===== src/erp_pkg.sv =====
// Shared types, constants and tables of the Euler-angle point transform.
package erp_pkg;

  localparam int CORDIC_STEPS_DEF = 16;
  localparam int FRAC_BITS_DEF    = 16;

  localparam int ATAN_COUNT = 24;
  localparam int ITER_W     = 5;
  localparam int CX_W       = 34;
  localparam int CZ_W       = 32;
  localparam int ANG_W      = 17;
  localparam int ANGLE_SHIFT = 15;

  localparam logic signed [ANG_W-1:0] HALF_TURN    = 17'sd23040;
  localparam logic signed [ANG_W-1:0] QUARTER_TURN = 17'sd11520;
  localparam logic signed [ANG_W-1:0] FULL_TURN    = 17'sd46080;

  localparam logic signed [CX_W-1:0] CORDIC_GAIN_Q30 = 34'sd652032874;

  localparam logic signed [CZ_W-1:0] ATAN_DEG22 [ATAN_COUNT] = '{
    32'sd188743680, 32'sd111421900, 32'sd58872272, 32'sd29884485, 32'sd15000234,
    32'sd7507429, 32'sd3754631, 32'sd1877430, 32'sd938729, 32'sd469367,
    32'sd234683, 32'sd117342, 32'sd58671, 32'sd29335, 32'sd14668,
    32'sd7334, 32'sd3667, 32'sd1833, 32'sd917, 32'sd458,
    32'sd229, 32'sd115, 32'sd57, 32'sd29
  };

  localparam logic KIND_ANGLES = 1'b0;
  localparam logic KIND_POINT  = 1'b1;

  typedef struct packed {
    logic               kind;
    logic signed [15:0] roll_angle;
    logic signed [15:0] pitch_angle;
    logic signed [15:0] yaw_angle;
    logic signed [23:0] point_x;
    logic signed [23:0] point_y;
    logic signed [23:0] point_z;
  } in_item_t;

  typedef struct packed {
    logic signed [23:0] rotated_x;
    logic signed [23:0] rotated_y;
    logic signed [23:0] rotated_z;
    logic               saturated;
  } out_item_t;

  typedef struct packed {
    logic mul_en;
    logic acc_load;
    logic acc_add;
  } mac_ctl_t;

endpackage


===== src/erp_cordic.sv =====
// Iterative rotation-mode CORDIC giving sine and cosine of one angle.
module erp_cordic #(
  parameter int CORDIC_STEPS = erp_pkg::CORDIC_STEPS_DEF,
  parameter int FRAC_BITS    = erp_pkg::FRAC_BITS_DEF
) (
  input  logic                        clk_i,
  input  logic                        rst_ni,
  input  logic                        start_i,
  input  logic signed [15:0]          angle_i,
  output logic                        done_o,
  output logic signed [FRAC_BITS+1:0] sin_o,
  output logic signed [FRAC_BITS+1:0] cos_o
);

  localparam int EW  = FRAC_BITS + 2;
  localparam int NIT = (CORDIC_STEPS > erp_pkg::ATAN_COUNT) ? erp_pkg::ATAN_COUNT
                                                             : CORDIC_STEPS;
  localparam int XW  = erp_pkg::CX_W;
  localparam int ZW  = erp_pkg::CZ_W;
  localparam int AW  = erp_pkg::ANG_W;

  logic                       busy_q;
  logic                       done_q;
  logic                       flip_q;
  logic [erp_pkg::ITER_W-1:0] i_q;
  logic signed [XW-1:0]       x_q, y_q;
  logic signed [ZW-1:0]       z_q;
  logic signed [EW-1:0]       sin_q, cos_q;

  logic signed [AW-1:0] a_wrap, a_red;
  logic                 flip_d;
  logic signed [XW-1:0] xs, ys;
  logic signed [ZW-1:0] atan_v;
  logic                 last;

  function automatic logic signed [EW-1:0] to_frac(logic signed [XW-1:0] v);
    logic signed [XW-1:0] r;
    logic signed [XW-1:0] one;
    one = XW'(1) <<< FRAC_BITS;
    r   = (v + (XW'(1) <<< (29 - FRAC_BITS))) >>> (30 - FRAC_BITS);
    if (r > one) r = one;
    if (r < -one) r = -one;
    return EW'(r);
  endfunction

  always_comb begin
    a_wrap = AW'(angle_i);
    if (a_wrap > erp_pkg::HALF_TURN) begin
      a_wrap = a_wrap - erp_pkg::FULL_TURN;
    end else if (a_wrap < -erp_pkg::HALF_TURN) begin
      a_wrap = a_wrap + erp_pkg::FULL_TURN;
    end
    a_red  = a_wrap;
    flip_d = 1'b0;
    if (a_wrap > erp_pkg::QUARTER_TURN) begin
      a_red  = a_wrap - erp_pkg::HALF_TURN;
      flip_d = 1'b1;
    end else if (a_wrap < -erp_pkg::QUARTER_TURN) begin
      a_red  = a_wrap + erp_pkg::HALF_TURN;
      flip_d = 1'b1;
    end
  end

  assign last   = (i_q == erp_pkg::ITER_W'(NIT));
  assign xs     = x_q >>> i_q;
  assign ys     = y_q >>> i_q;
  assign atan_v = last ? '0 : erp_pkg::ATAN_DEG22[i_q];

  always_ff @(posedge clk_i or negedge rst_ni) begin
    if (!rst_ni) begin
      busy_q <= 1'b0;
      done_q <= 1'b0;
      i_q    <= '0;
    end else begin
      done_q <= 1'b0;
      if (start_i) begin
        busy_q <= 1'b1;
        i_q    <= '0;
      end else if (busy_q) begin
        if (last) begin
          busy_q <= 1'b0;
          done_q <= 1'b1;
        end else begin
          i_q <= i_q + 1'b1;
        end
      end
    end
  end

  always_ff @(posedge clk_i) begin
    if (start_i) begin
      x_q    <= erp_pkg::CORDIC_GAIN_Q30;
      y_q    <= '0;
      z_q    <= ZW'(a_red) <<< erp_pkg::ANGLE_SHIFT;
      flip_q <= flip_d;
    end else if (busy_q && !last) begin
      if (!z_q[ZW-1]) begin
        x_q <= x_q - ys;
        y_q <= y_q + xs;
        z_q <= z_q - atan_v;
      end else begin
        x_q <= x_q + ys;
        y_q <= y_q - xs;
        z_q <= z_q + atan_v;
      end
    end else if (busy_q && last) begin
      cos_q <= flip_q ? -to_frac(x_q) : to_frac(x_q);
      sin_q <= flip_q ? -to_frac(y_q) : to_frac(y_q);
    end
  end

  assign done_o = done_q;
  assign sin_o  = sin_q;
  assign cos_o  = cos_q;

endmodule


===== src/erp_mac.sv =====
// Shared multiplier with registered product and accumulator.
module erp_mac #(
  parameter int A_W = 18,
  parameter int B_W = 24
) (
  input  logic                       clk_i,
  input  logic                       rst_ni,
  input  erp_pkg::mac_ctl_t          ctl_i,
  input  logic signed [A_W-1:0]      a_i,
  input  logic signed [B_W-1:0]      b_i,
  output logic signed [A_W+B_W+1:0]  acc_o
);

  localparam int PW   = A_W + B_W;
  localparam int ACCW = PW + 2;

  logic signed [PW-1:0]   prod_q;
  logic signed [ACCW-1:0] acc_q;
  logic                   prod_vld_q;

  always_ff @(posedge clk_i or negedge rst_ni) begin
    if (!rst_ni) begin
      prod_vld_q <= 1'b0;
    end else begin
      prod_vld_q <= ctl_i.mul_en;
    end
  end

  always_ff @(posedge clk_i) begin
    if (ctl_i.mul_en) begin
      prod_q <= a_i * b_i;
    end
    if (ctl_i.acc_load) begin
      acc_q <= ACCW'(prod_q);
    end else if (ctl_i.acc_add) begin
      acc_q <= acc_q + ACCW'(prod_q);
    end
  end

  assign acc_o = acc_q;

  property p_acc_uses_fresh_product;
    @(posedge clk_i) disable iff (!rst_ni)
      (ctl_i.acc_load || ctl_i.acc_add) |-> prod_vld_q;
  endproperty
  a_acc_uses_fresh_product: assert property (p_acc_uses_fresh_product)
    else $error("accumulate without a product issued the cycle before");

  property p_load_add_exclusive;
    @(posedge clk_i) disable iff (!rst_ni)
      ctl_i.acc_load |-> !ctl_i.acc_add;
  endproperty
  a_load_add_exclusive: assert property (p_load_add_exclusive)
    else $error("accumulator load and add together");

  property p_add_follows_load;
    @(posedge clk_i) disable iff (!rst_ni)
      ctl_i.acc_load |=> ctl_i.acc_add;
  endproperty
  a_add_follows_load: assert property (p_add_follows_load)
    else $error("dot product cut short after load");

endmodule


===== src/euler_rotation_point_transform.sv =====
// Top level: sequencer, matrix store and point rotation of the Euler transform.
//
// An angle transfer (kind 0) runs three CORDIC passes, then builds
// R = Rx*(Ry*Rz) as two 3x3 products of 9 entries, each entry a dot product on
// the one shared multiplier, and it gives no result. A point transfer (kind 1)
// takes three dot products on the same multiplier until its result sits in the
// output register. One item is worked at a time; input is taken again once the
// sequencer is idle, even while a result still waits.
// The stored matrix resets to identity.
module euler_rotation_point_transform #(
  parameter int CORDIC_STEPS = erp_pkg::CORDIC_STEPS_DEF,
  parameter int FRAC_BITS    = erp_pkg::FRAC_BITS_DEF
) (
  input  logic               clk_i,
  input  logic               rst_ni,
  input  logic               in_valid_i,
  output logic               in_stall_o,
  input  erp_pkg::in_item_t  in_data_i,
  output logic               out_valid_o,
  input  logic               out_stall_i,
  output erp_pkg::out_item_t out_data_o
);

  localparam int EW   = FRAC_BITS + 2;
  localparam int BW   = (EW > 24) ? EW : 24;
  localparam int ACCW = EW + BW + 2;

  localparam logic [2:0] S_IDLE   = 3'd0;
  localparam logic [2:0] S_CSTART = 3'd1;
  localparam logic [2:0] S_CWAIT  = 3'd2;
  localparam logic [2:0] S_MUL1   = 3'd3;
  localparam logic [2:0] S_MUL2   = 3'd4;
  localparam logic [2:0] S_PT     = 3'd5;
  localparam logic [2:0] S_OUT    = 3'd6;

  localparam logic [2:0] PH_LAST = 3'd4;

  localparam logic signed [EW-1:0]   ONE_E   = EW'(1) <<< FRAC_BITS;
  localparam logic signed [ACCW-1:0] ONE_A   = ACCW'(1) <<< FRAC_BITS;
  localparam logic signed [ACCW-1:0] HALF_A  = ACCW'(1) <<< (FRAC_BITS - 1);
  localparam logic signed [ACCW-1:0] PT_MAX  = ACCW'(8388607);
  localparam logic signed [ACCW-1:0] PT_MIN  = -ACCW'(8388608);

  logic [2:0] state_q, state_d;
  logic [1:0] csel_q, csel_d;
  logic [2:0] ph_q, ph_d;
  logic [1:0] r_q, r_d;
  logic [1:0] k_q, k_d;
  logic       out_valid_q, out_valid_d;

  logic signed [15:0]   ang_q [3];
  logic signed [23:0]   pt_q  [3];
  logic signed [EW-1:0] sin_q [3];
  logic signed [EW-1:0] cos_q [3];
  logic signed [EW-1:0] tmp_q [9];
  logic signed [EW-1:0] rot_q [9];
  logic signed [23:0]   res_q [3];
  logic                 sat_q;
  erp_pkg::out_item_t   out_q;

  logic                 accept;
  logic                 cord_start, cord_done;
  logic signed [15:0]   cord_angle;
  logic signed [EW-1:0] cord_sin, cord_cos;

  logic signed [EW-1:0] rx_m [9];
  logic signed [EW-1:0] ry_m [9];
  logic signed [EW-1:0] rz_m [9];

  logic [3:0]             e_rj, e_jk, e_rk;
  logic [1:0]             j_idx;
  logic signed [EW-1:0]   op_a;
  logic signed [BW-1:0]   op_b;
  erp_pkg::mac_ctl_t      mac_ctl;
  logic signed [ACCW-1:0] acc;
  logic signed [ACCW-1:0] rnd;
  logic signed [EW-1:0]   mat_val;
  logic signed [23:0]     pt_val;
  logic                   pt_sat;
  logic                   in_mul, fin, last_e;

  assign accept     = in_valid_i && !in_stall_o;
  assign in_stall_o = (state_q != S_IDLE);

  always_comb begin
    unique case (csel_q)
      2'd0:    cord_angle = ang_q[0];
      2'd1:    cord_angle = ang_q[1];
      default: cord_angle = ang_q[2];
    endcase
  end

  assign cord_start = (state_q == S_CSTART);

  erp_cordic #(
    .CORDIC_STEPS(CORDIC_STEPS),
    .FRAC_BITS   (FRAC_BITS)
  ) u_cordic (
    .clk_i  (clk_i),
    .rst_ni (rst_ni),
    .start_i(cord_start),
    .angle_i(cord_angle),
    .done_o (cord_done),
    .sin_o  (cord_sin),
    .cos_o  (cord_cos)
  );

  assign rx_m = '{ONE_E, '0, '0, '0, cos_q[0], -sin_q[0], '0, sin_q[0], cos_q[0]};
  assign ry_m = '{cos_q[1], '0, sin_q[1], '0, ONE_E, '0, -sin_q[1], '0, cos_q[1]};
  assign rz_m = '{cos_q[2], -sin_q[2], '0, sin_q[2], cos_q[2], '0, '0, '0, ONE_E};

  assign j_idx = ph_q[1:0];
  assign e_rj  = 4'({r_q, 1'b0}) + 4'(r_q) + 4'(j_idx);
  assign e_jk  = 4'({j_idx, 1'b0}) + 4'(j_idx) + 4'(k_q);
  assign e_rk  = 4'({r_q, 1'b0}) + 4'(r_q) + 4'(k_q);

  always_comb begin
    op_a = '0;
    op_b = '0;
    if (e_rj < 4'd9 && e_jk < 4'd9 && j_idx != 2'd3) begin
      unique case (state_q)
        S_MUL1: begin
          op_a = ry_m[e_rj];
          op_b = BW'(rz_m[e_jk]);
        end
        S_MUL2: begin
          op_a = rx_m[e_rj];
          op_b = BW'(tmp_q[e_jk]);
        end
        S_PT: begin
          op_a = rot_q[e_rj];
          op_b = BW'(pt_q[j_idx]);
        end
        default: begin
          op_a = '0;
          op_b = '0;
        end
      endcase
    end
  end

  assign in_mul           = (state_q == S_MUL1) || (state_q == S_MUL2) || (state_q == S_PT);
  assign mac_ctl.mul_en   = in_mul && (ph_q < 3'd3);
  assign mac_ctl.acc_load = in_mul && (ph_q == 3'd1);
  assign mac_ctl.acc_add  = in_mul && ((ph_q == 3'd2) || (ph_q == 3'd3));

  erp_mac #(
    .A_W(EW),
    .B_W(BW)
  ) u_mac (
    .clk_i (clk_i),
    .rst_ni(rst_ni),
    .ctl_i (mac_ctl),
    .a_i   (op_a),
    .b_i   (op_b),
    .acc_o (acc)
  );

  always_comb begin
    rnd = (acc + HALF_A) >>> FRAC_BITS;
    if (rnd > ONE_A) begin
      mat_val = ONE_E;
    end else if (rnd < -ONE_A) begin
      mat_val = -ONE_E;
    end else begin
      mat_val = EW'(rnd);
    end
    pt_sat = 1'b1;
    if (rnd > PT_MAX) begin
      pt_val = 24'sh7FFFFF;
    end else if (rnd < PT_MIN) begin
      pt_val = 24'sh800000;
    end else begin
      pt_val = 24'(rnd);
      pt_sat = 1'b0;
    end
  end

  assign fin    = in_mul && (ph_q == PH_LAST);
  assign last_e = (state_q == S_PT) ? (r_q == 2'd2) : (r_q == 2'd2 && k_q == 2'd2);

  always_comb begin
    state_d     = state_q;
    csel_d      = csel_q;
    ph_d        = ph_q;
    r_d         = r_q;
    k_d         = k_q;
    out_valid_d = out_valid_q && out_stall_i;
    unique case (state_q)
      S_IDLE: begin
        if (accept) begin
          ph_d = '0;
          r_d  = '0;
          k_d  = '0;
          csel_d = '0;
          state_d = (in_data_i.kind == erp_pkg::KIND_POINT) ? S_PT : S_CSTART;
        end
      end
      S_CSTART: state_d = S_CWAIT;
      S_CWAIT: begin
        if (cord_done) begin
          if (csel_q == 2'd2) begin
            state_d = S_MUL1;
          end else begin
            csel_d  = csel_q + 1'b1;
            state_d = S_CSTART;
          end
        end
      end
      S_MUL1, S_MUL2, S_PT: begin
        if (ph_q == PH_LAST) begin
          ph_d = '0;
          if (last_e) begin
            r_d = '0;
            k_d = '0;
            priority case (state_q)
              S_MUL1:  state_d = S_MUL2;
              S_MUL2:  state_d = S_IDLE;
              default: state_d = S_OUT;
            endcase
          end else if (state_q == S_PT || k_q == 2'd2) begin
            k_d = '0;
            r_d = r_q + 1'b1;
          end else begin
            k_d = k_q + 1'b1;
          end
        end else begin
          ph_d = ph_q + 1'b1;
        end
      end
      S_OUT: begin
        if (!(out_valid_q && out_stall_i)) begin
          out_valid_d = 1'b1;
          state_d     = S_IDLE;
        end
      end
      default: state_d = S_IDLE;
    endcase
  end

  always_ff @(posedge clk_i or negedge rst_ni) begin
    if (!rst_ni) begin
      state_q     <= S_IDLE;
      csel_q      <= '0;
      ph_q        <= '0;
      r_q         <= '0;
      k_q         <= '0;
      out_valid_q <= 1'b0;
      for (int i = 0; i < 9; i++) begin
        rot_q[i] <= (i % 4 == 0) ? ONE_E : '0;
      end
    end else begin
      state_q     <= state_d;
      csel_q      <= csel_d;
      ph_q        <= ph_d;
      r_q         <= r_d;
      k_q         <= k_d;
      out_valid_q <= out_valid_d;
      if (fin && state_q == S_MUL2) begin
        rot_q[e_rk] <= mat_val;
      end
    end
  end

  always_ff @(posedge clk_i) begin
    if (accept) begin
      ang_q[0] <= in_data_i.roll_angle;
      ang_q[1] <= in_data_i.pitch_angle;
      ang_q[2] <= in_data_i.yaw_angle;
      pt_q[0]  <= in_data_i.point_x;
      pt_q[1]  <= in_data_i.point_y;
      pt_q[2]  <= in_data_i.point_z;
      sat_q    <= 1'b0;
    end
    if (state_q == S_CWAIT && cord_done) begin
      sin_q[csel_q] <= cord_sin;
      cos_q[csel_q] <= cord_cos;
    end
    if (fin && state_q == S_MUL1) begin
      tmp_q[e_rk] <= mat_val;
    end
    if (fin && state_q == S_PT) begin
      res_q[r_q] <= pt_val;
      if (pt_sat) begin
        sat_q <= 1'b1;
      end
    end
    if (state_q == S_OUT && !(out_valid_q && out_stall_i)) begin
      out_q.rotated_x <= res_q[0];
      out_q.rotated_y <= res_q[1];
      out_q.rotated_z <= res_q[2];
      out_q.saturated <= sat_q;
    end
  end

  assign out_valid_o = out_valid_q;
  assign out_data_o  = out_q;

  property p_phase_range;
    @(posedge clk_i) disable iff (!rst_ni) ph_q <= PH_LAST;
  endproperty
  a_phase_range: assert property (p_phase_range)
    else $error("dot product phase out of range");

  property p_point_single_column;
    @(posedge clk_i) disable iff (!rst_ni) (state_q == S_PT) |-> (k_q == 2'd0);
  endproperty
  a_point_single_column: assert property (p_point_single_column)
    else $error("point rotation stepped a column index");

  property p_angle_starts_cordic;
    @(posedge clk_i) disable iff (!rst_ni)
      (accept && in_data_i.kind == erp_pkg::KIND_ANGLES) |=>
        (state_q == S_CSTART && csel_q == 2'd0);
  endproperty
  a_angle_starts_cordic: assert property (p_angle_starts_cordic)
    else $error("angle transfer did not start the CORDIC");

  property p_result_issued;
    @(posedge clk_i) disable iff (!rst_ni)
      (state_q == S_OUT && !(out_valid_q && out_stall_i)) |=>
        (out_valid_q && state_q == S_IDLE);
  endproperty
  a_result_issued: assert property (p_result_issued)
    else $error("finished point not placed in output register");

  property p_cordic_done_waited;
    @(posedge clk_i) disable iff (!rst_ni) cord_done |-> (state_q == S_CWAIT);
  endproperty
  a_cordic_done_waited: assert property (p_cordic_done_waited)
    else $error("CORDIC finished outside its wait state");

endmodule

===== config.mk =====
export PLATFORM = sky130hd
export DESIGN_NAME = euler_rotation_point_transform
export DESIGN_NICKNAME = d
export VERILOG_FILES = /design/src/erp_pkg.sv /design/src/erp_cordic.sv /design/src/erp_mac.sv /design/src/euler_rotation_point_transform.sv
export SDC_FILE = /design/constraint.sdc
export NUM_CORES = 2
export LEC_CHECK = 0
export BUFFER_PORTS_ARGS = -buffer_cell sky130_fd_sc_hd__buf_2
export CORE_MARGIN = 5
export CORE_UTILIZATION = 45
export CTS_BUF_LIST = sky130_fd_sc_hd__clkbuf_16
export CTS_CLUSTER_DIAMETER = 60
export DETAILED_ROUTE_END_ITERATION = 7
export HOLD_SLACK_MARGIN = 0.08
export PLACE_DENSITY = 0.67
export SETUP_SLACK_MARGIN = 0.05
export SLEW_MARGIN = 20
export SYNTH_ARGS = -nofsm -noshare
export SYNTH_HDL_FRONTEND = slang
export SYNTH_HIERARCHICAL = 1
export SYNTH_SLANG_ARGS = --single-unit

===== constraint.sdc =====
create_clock -name clk_i -period 29.4 [get_ports clk_i]
set_clock_uncertainty 0.2 [all_clocks]
set_input_delay 7.35 -clock clk_i [delete_from_list [all_inputs] [get_ports clk_i]]
set_output_delay 7.35 -clock clk_i [all_outputs]
set_load 0.005 [all_outputs]

Word level (Yosys, flattened, before mapping)
Memories as Yosys holds them, arrays and structs flattened. A register that Yosys moved wholly into a read port is not among the register bits.
Cells that the tools add are included.
{"block": "totals", "elab_cells": 263, "mem_count": 7, "input_bits": 125, "mem_bits_rw": 462, "mem_bits_ro": 1024, "output_inout_bits": 75, "register_bits": 407}
{"block": "op_classes", "shifts": 2, "bitwise_logic": 6, "addsub": 29, "eq_ne": 24, "n_reduce_logical": 40, "mul": 1, "muxes": 105, "n_lt_le_gt_ge": 20}
{"memory": "(no name shown)", "depth": 32, "width": 32, "read_ports": 1, "rd_clocked_by_memory_dff": 0, "write_ports": 0, "line": "erp_cordic.sv:67", "source": "assign atan_v = last ? '0 : erp_pkg::ATAN_DEG22[i_q];"}
{"memory": "tmp_q", "depth": 9, "width": 18, "read_ports": 1, "rd_clocked_by_memory_dff": 0, "write_ports": 1, "line": "euler_rotation_point_transform.sv:55", "source": "logic signed [EW-1:0] tmp_q [9];"}
{"memory": "pt_q", "depth": 3, "width": 24, "read_ports": 1, "rd_clocked_by_memory_dff": 0, "write_ports": 3, "line": "euler_rotation_point_transform.sv:52", "source": "logic signed [23:0] pt_q [3];"}
{"memory": "res_q", "depth": 3, "width": 24, "read_ports": 3, "rd_clocked_by_memory_dff": 3, "write_ports": 1, "line": "euler_rotation_point_transform.sv:57", "source": "logic signed [23:0] res_q [3];"}
{"memory": "cos_q", "depth": 3, "width": 18, "read_ports": 3, "rd_clocked_by_memory_dff": 0, "write_ports": 1, "line": "euler_rotation_point_transform.sv:54", "source": "logic signed [EW-1:0] cos_q [3];"}
{"memory": "sin_q", "depth": 3, "width": 18, "read_ports": 3, "rd_clocked_by_memory_dff": 0, "write_ports": 1, "line": "euler_rotation_point_transform.sv:53", "source": "logic signed [EW-1:0] sin_q [3];"}
{"memory": "1 more memories"}
{"operator": "$mux 18", "count": 22}
{"operator": "$mux 34", "count": 10}
{"operator": "$bmux 18 s4", "count": 4}
{"operator": "$mux 32", "count": 6}
{"operator": "$bwmux 162", "count": 1}
{"operator": "$neg 18->18", "count": 5}
{"operator": "$mux 44", "count": 2}
{"operator": "$demux 18 s4", "count": 1}
{"operator": "$mux 24", "count": 3}
{"operator": "$pmux 24 s3", "count": 1}
{"operator": "$add 34x15->34 const B", "count": 2}
{"operator": "$add 34x34->34", "count": 2}
{"operator": "$lt 34x17->1 const B", "count": 2}
{"operator": "$mux 17", "count": 4}
{"operator": "$sshr 34x5->34", "count": 2}
{"operator": "$sub 34x34->34", "count": 2}
{"operator": "$pmux 18 s3", "count": 1}
{"operator": "$add 44x17->44 const B", "count": 1}
{"operator": "$add 44x42->44", "count": 1}
{"operator": "$mul 18x24->42", "count": 1}
{"operator": "$gt 20x18->1 const B", "count": 2}
{"operator": "$add 32x32->32", "count": 1}
{"operator": "$pmux 16 s2", "count": 1}
{"operator": "$sub 32x32->32", "count": 1}
{"operator": "53 further kinds", "count": 149}

Longest topological paths before layout
{"block": "depth", "word_depth": 13, "mapped_depth": 39, "depth_no_buf": 36}

By module
The synthesis kept the hierarchy.
{"mod": "euler_rotation_point_transform", "cells_per_inst": 2298, "instances": 1, "seq_area_each_um2": 20468.4, "area_per_inst_um2": 31081.1}
{"mod": "erp_mac", "cells_per_inst": 2324, "instances": 1, "seq_area_each_um2": 2582.5, "area_per_inst_um2": 21101.5}
{"mod": "erp_cordic", "cells_per_inst": 2601, "instances": 1, "seq_area_each_um2": 3458.3, "area_per_inst_um2": 20333.3}

Worst setup path before layout
Ideal clock, no wire load.
{"block": "synth_timing", "kind": "input -> register", "from": "input port out_stall_i", "to": "register out_q, in the netlist out_data_o[0], enable pin", "arrival_time_ps": 10815, "setup_ps": 528, "n_path_buf": 0, "cell_stages": 1, "slack_ps": 17857, "required_ps": 28672, "cell_sequence": "a21oi_1"}
{"block": "synth_via", "elab_chain_len": 3}
{"element": "start: declaration", "line": "euler_rotation_point_transform.sv:20", "source": "input logic out_stall_i,"}
{"element": "$logic_and 1x1->1", "line": "euler_rotation_point_transform.sv:288", "source": "if (state_q == S_OUT && !(out_valid_q && out_stall_i)) begin"}
{"element": "$logic_not 1->1", "line": "euler_rotation_point_transform.sv:288"}
{"element": "$logic_and 1x1->1", "line": "euler_rotation_point_transform.sv:288"}
{"element": "end: declaration", "line": "euler_rotation_point_transform.sv:59", "source": "erp_pkg::out_item_t out_q;"}
Every way passes these cells.
A chain may end at the register's enable or synchronous reset.

Worst setup path after layout
{"block": "layout_timing", "from": "register ph_q[0]", "to": "register u_mac.prod_q[40] (data pin)"}
{"block": "layout_via", "word_cells_on_any_way": 29, "cone_classes": "add/sub: 3; mul: 1; order compare: 2; eq/ne: 1; mux: 16; bitwise: 2; reduce/logical: 2; memory: 2"}
{"element": "start: declaration", "line": "euler_rotation_point_transform.sv:46", "source": "logic [2:0] ph_q, ph_d;"}
{"element": "start signal: assignment", "line": "euler_rotation_point_transform.sv:255", "source": "ph_q <= ph_d;"}
{"element": "branches (longest 6 deep; another with $add 3x2->4)"}
{"element": "$mux 18 (*)", "line": "euler_rotation_point_transform.sv:120", "source": "if (e_rj < 4'd9 && e_jk < 4'd9 && j_idx != 2'd3) begin"}
{"element": "via op_a[17]", "line": "euler_rotation_point_transform.sv:72", "source": "logic signed [EW-1:0] op_a;"}
{"element": "$mul 18x24->42 (*)", "line": "erp_mac.sv:31", "source": "prod_q <= a_i * b_i;"}
{"element": "end signal: assignment", "line": "erp_mac.sv:31"}
{"element": "end: declaration", "line": "erp_mac.sv:17", "source": "logic signed [PW-1:0] prod_q;"}
Mark *: on every way through the listed nets, which the timed path passes. The select of a mux whose other input is x is not followed.

==> summary.md <==
| Metric | Value |
|---|---|
| CTS root buf | clkbuf_16 |
| Setup-failing EPs final | 0 |
| Core ar. | around 160000 um^2 |
| First-pass GRT wire length | 317000 um |
| Hold crit path type | flip-flop to flip-flop |
| Syn-to-layout area delta | 9.67% |
| CP max stage delay | ~1.2 ns |
| Ys Warns | 6 |
| Power Total | between 0.01 and 0.015 W |
| Hold_buf cts | 0 |
| Crit share post-route | 0.425 |
| Die height | 411 um |
| Total Routing Usage GR | 0.236 |
| CTS resizes | 0 |
| Worst R2R Setup Slack | roughly 17 ns |
| Crit-path slowest cell | fa_4 |
| Max frequency | 80.1 MHz |
| Dpl cell area | 75700 um^2 |
| Number of synthesized register bits | about 940 |
| Die area | 169000 um^2 |
| Worst Setup Start Kind | flip-flop |
| Drt wl/cell | 21.4 um |
| Post-Syn Instances | 7223 |
| Initial detailed-routing violation count | 5227 |
| Min Tclk post-route | about 12 ns |
| Final WL | 203000 um |
| Worst-path fanout max | 56 |
| Setup Buffers After CTS | 0 |
| Pwr dens | about 130 nW/um^2 |
| Most frequent cells in the layout | nand2_1, edfxtp_1, inv_1, fa_1, a21oi_1 |
| Critical Path AT | between 10 and 15 ns |
| Register area share after synthesis | 0.366 |
| Total CTS buffers | roughly 110 |
| Most common cell after layout, fill and taps aside | nand2_1 |
| Crit Path Class | flip-flop to flip-flop |
| Vias in the first global route | between 50000 and 60000 |
| Clk_lat worst skew | 0.75 ns |
| Fillers | 14610 |
| CTS tree | built |
| Crit end category | flip-flop |
| Mapped cell area | 72500 um^2 |
| Max H-tree Level | 3 |
| Largest net degree at the start of global routing | 161 |
| Detail Route Antenna Nets | 0 |
| Asr flop ratio synth | 0.193 |
| Via count | 55442 |
| Mapped Nets | approximately 8000 |
| Setup_tns | 0 ns |
| Hold Vio Cnt, Final | 0 |
| P_leak | 31.6 nW |
| Clk sinks | about 940 |
| Port-buffer cells | 199 |
| DR DRC count | 0 |
| Max Cap Viol | 0 |
| Peak supply drop | 184 uV |
| Max-slew violations | 0 |
| Starting Density | 0.452 |
| Clock transition at the registers of the reported paths | roughly 0.06 ns |
| Most used cell, CP | fa_1 |
| 1st-pass router iterations | 8 |
| Clock Path Buffers | 3 |
| Dominant synthesized flop cell | edfxtp_1 |
| Data required, critical path | 29.69 ns |
| Tightest Pin Transition | between 1 and 1.5 ns |
| Die Width | ~400 um |
| Multi-input logic area | 42000 um^2 |
| Storage cell area | approximately 27000 um^2 |
| Antenna violations before repair | 9 |
| Final nets | between 8000 and 9000 |
| Grt total ovfl | 0 |
| Post-synth EDFFs | between 600 and 700 |
| Netlist cell types | 118 |
| Synthesized area per cell | between 10 and 15 um^2 |
| Final Wtd Congestion | 0.966 |
| Half-perimeter wire length after placement | 148000 um |
| # rows | 147 |
| Share of post-route cells with drive strength above 1 | 0.129 |
| Vias per cell | just under 6 |
| Slew HR | 0.264 |
| RSZ-0062 raised after global routing | false |
| Top Ports | 200 |
| Outcome | finished clean |
| Finished Cell Area | 79500 um^2 |
report_power, final:
group	leakage (nW)	total (W)	internal, W	switching (W)
clock	1.90	0.00140	0.000808	0.000587
sequential	9.16	0.00217	0.00182	0.000355
combinational	20.6	0.00708	0.00283	0.00425
total	31.6	0.0106	0.00546	0.00519
registers in the layout, indices dropped and copies added, names as in the netlist, 2 cells and up:
register and cells:
tmp_q 162, ang_q 48, out_data_o 73, u_cordic/x_q 34, sin_q 54, pt_q 72
state_q 3, u_cordic/y_q 34, k_q 2, u_mac/acc_o 44, u_cordic/i_q 5, rot_q 162
u_mac/prod_q 42, u_cordic/sin_o 18, ph_q 3, u_cordic/cos_o 18, res_q 72, csel_q 2
r_q 2, u_cordic/z_q 32, cos_q 54
layer usage:
layer | vias to the layer above | share of wire | GRT usage
met1 | 27188 | 0.41 | 0.310
met5 | - | 0 | 0
met3 | 490 | 0.071 | 0.0423
li1 | 25532 | - | -
met2 | 2232 | 0.48 | 0.395
met4 | 0 | 0.040 | 0.0833
worst max-delay path: cells and delay by family, from the launching register on:
family | cells | cell delay, ns
AOI/OAI and AO/OA | 12 | 2.80
adders and majority gates | 9 | 4.87
muxes | 1 | 0.31
and+or+nand+nor | 3 | 1.09
DFF | 1 | 0.77
xor gates and xnor gates | 1 | 0.13
buffers and inverters | 6 | 2.01
cells in the mapped netlist, drive strengths merged, types with 129 or more instances:
cell,count,area share
a21oi,408,0.028
ha,298,0.051
dfrtp,179,0.062
o31ai,167,0.023
o21ai,371,0.026
nor2,390,0.020
nand2,974,0.050
nor3,129,0.0090
mux4,145,0.045
clkbuf,332,0.017
edfxtp,675,0.28
and2,186,0.016
inv,647,0.033
fa,433,0.12
xnor2,237,0.029
logic make-up (layout without fill, tap and decap cells):
group / after synthesis / count (layout) / share of synthesized area
xor gates and xnor gates: 355 / 355 / 0.0430
DFF: 941 / 941 / 0.366
buffers and inverters: 1098 / 1198 / 0.0601
AOI/OAI and AO/OA: 1610 / 1610 / 0.150
muxes: 333 / 333 / 0.0721
and+or+nand+nor: 2155 / 2155 / 0.138
adders and majority gates: 731 / 731 / 0.171
other: 0 / 4 / 0
stage by stage:
| stage | util | cells | worst slack (ns) | hold WS, ns |
|---|---|---|---|---|
| 3_3_place_gp | 0.472 | 9277 | 17.24 | 0.201 |
| 4_1_cts | 0.496 | 9483 | 17.04 | 0.197 |
| 3_5_place_dp | 0.472 | 9277 | 17.10 | 0.205 |
| 5_1_grt | 0.496 | 9486 | 16.40 | 0.222 |
| 6_report | 0.496 | 9487 | 16.92 | 0.206 |
| 2_1_floorplan | - | 7223 | 17.86 | 0.200 |
worst paths after layout:
kind	end	start	cells past startpoint
min in group asynchronous	rot_q[29]	rst_ni	1
min reg2reg	out_data_o[1]	res_q[2][0]	0
max reg2reg	u_mac/prod_q[40]	ph_q[0]	32
max	u_mac/prod_q[40]	ph_q[0]	32
max in group asynchronous	rot_q[106]	rst_ni	2
min	out_data_o[1]	res_q[2][0]	0
final cells by class:
class | count | share of cell area
sequential | 941 | 0.334
multi-input combinational | 5184 | 0.528
clock buffer | 110 | 0.0346
tap | 2160 | 0.0340
timing repair buffer | 342 | 0.0263
clock inverter | 96 | 0.0127
inverter | 650 | 0.0308
antenna | 4 | 0.000126
Note: power is estimated with default switching activity, not from simulation.
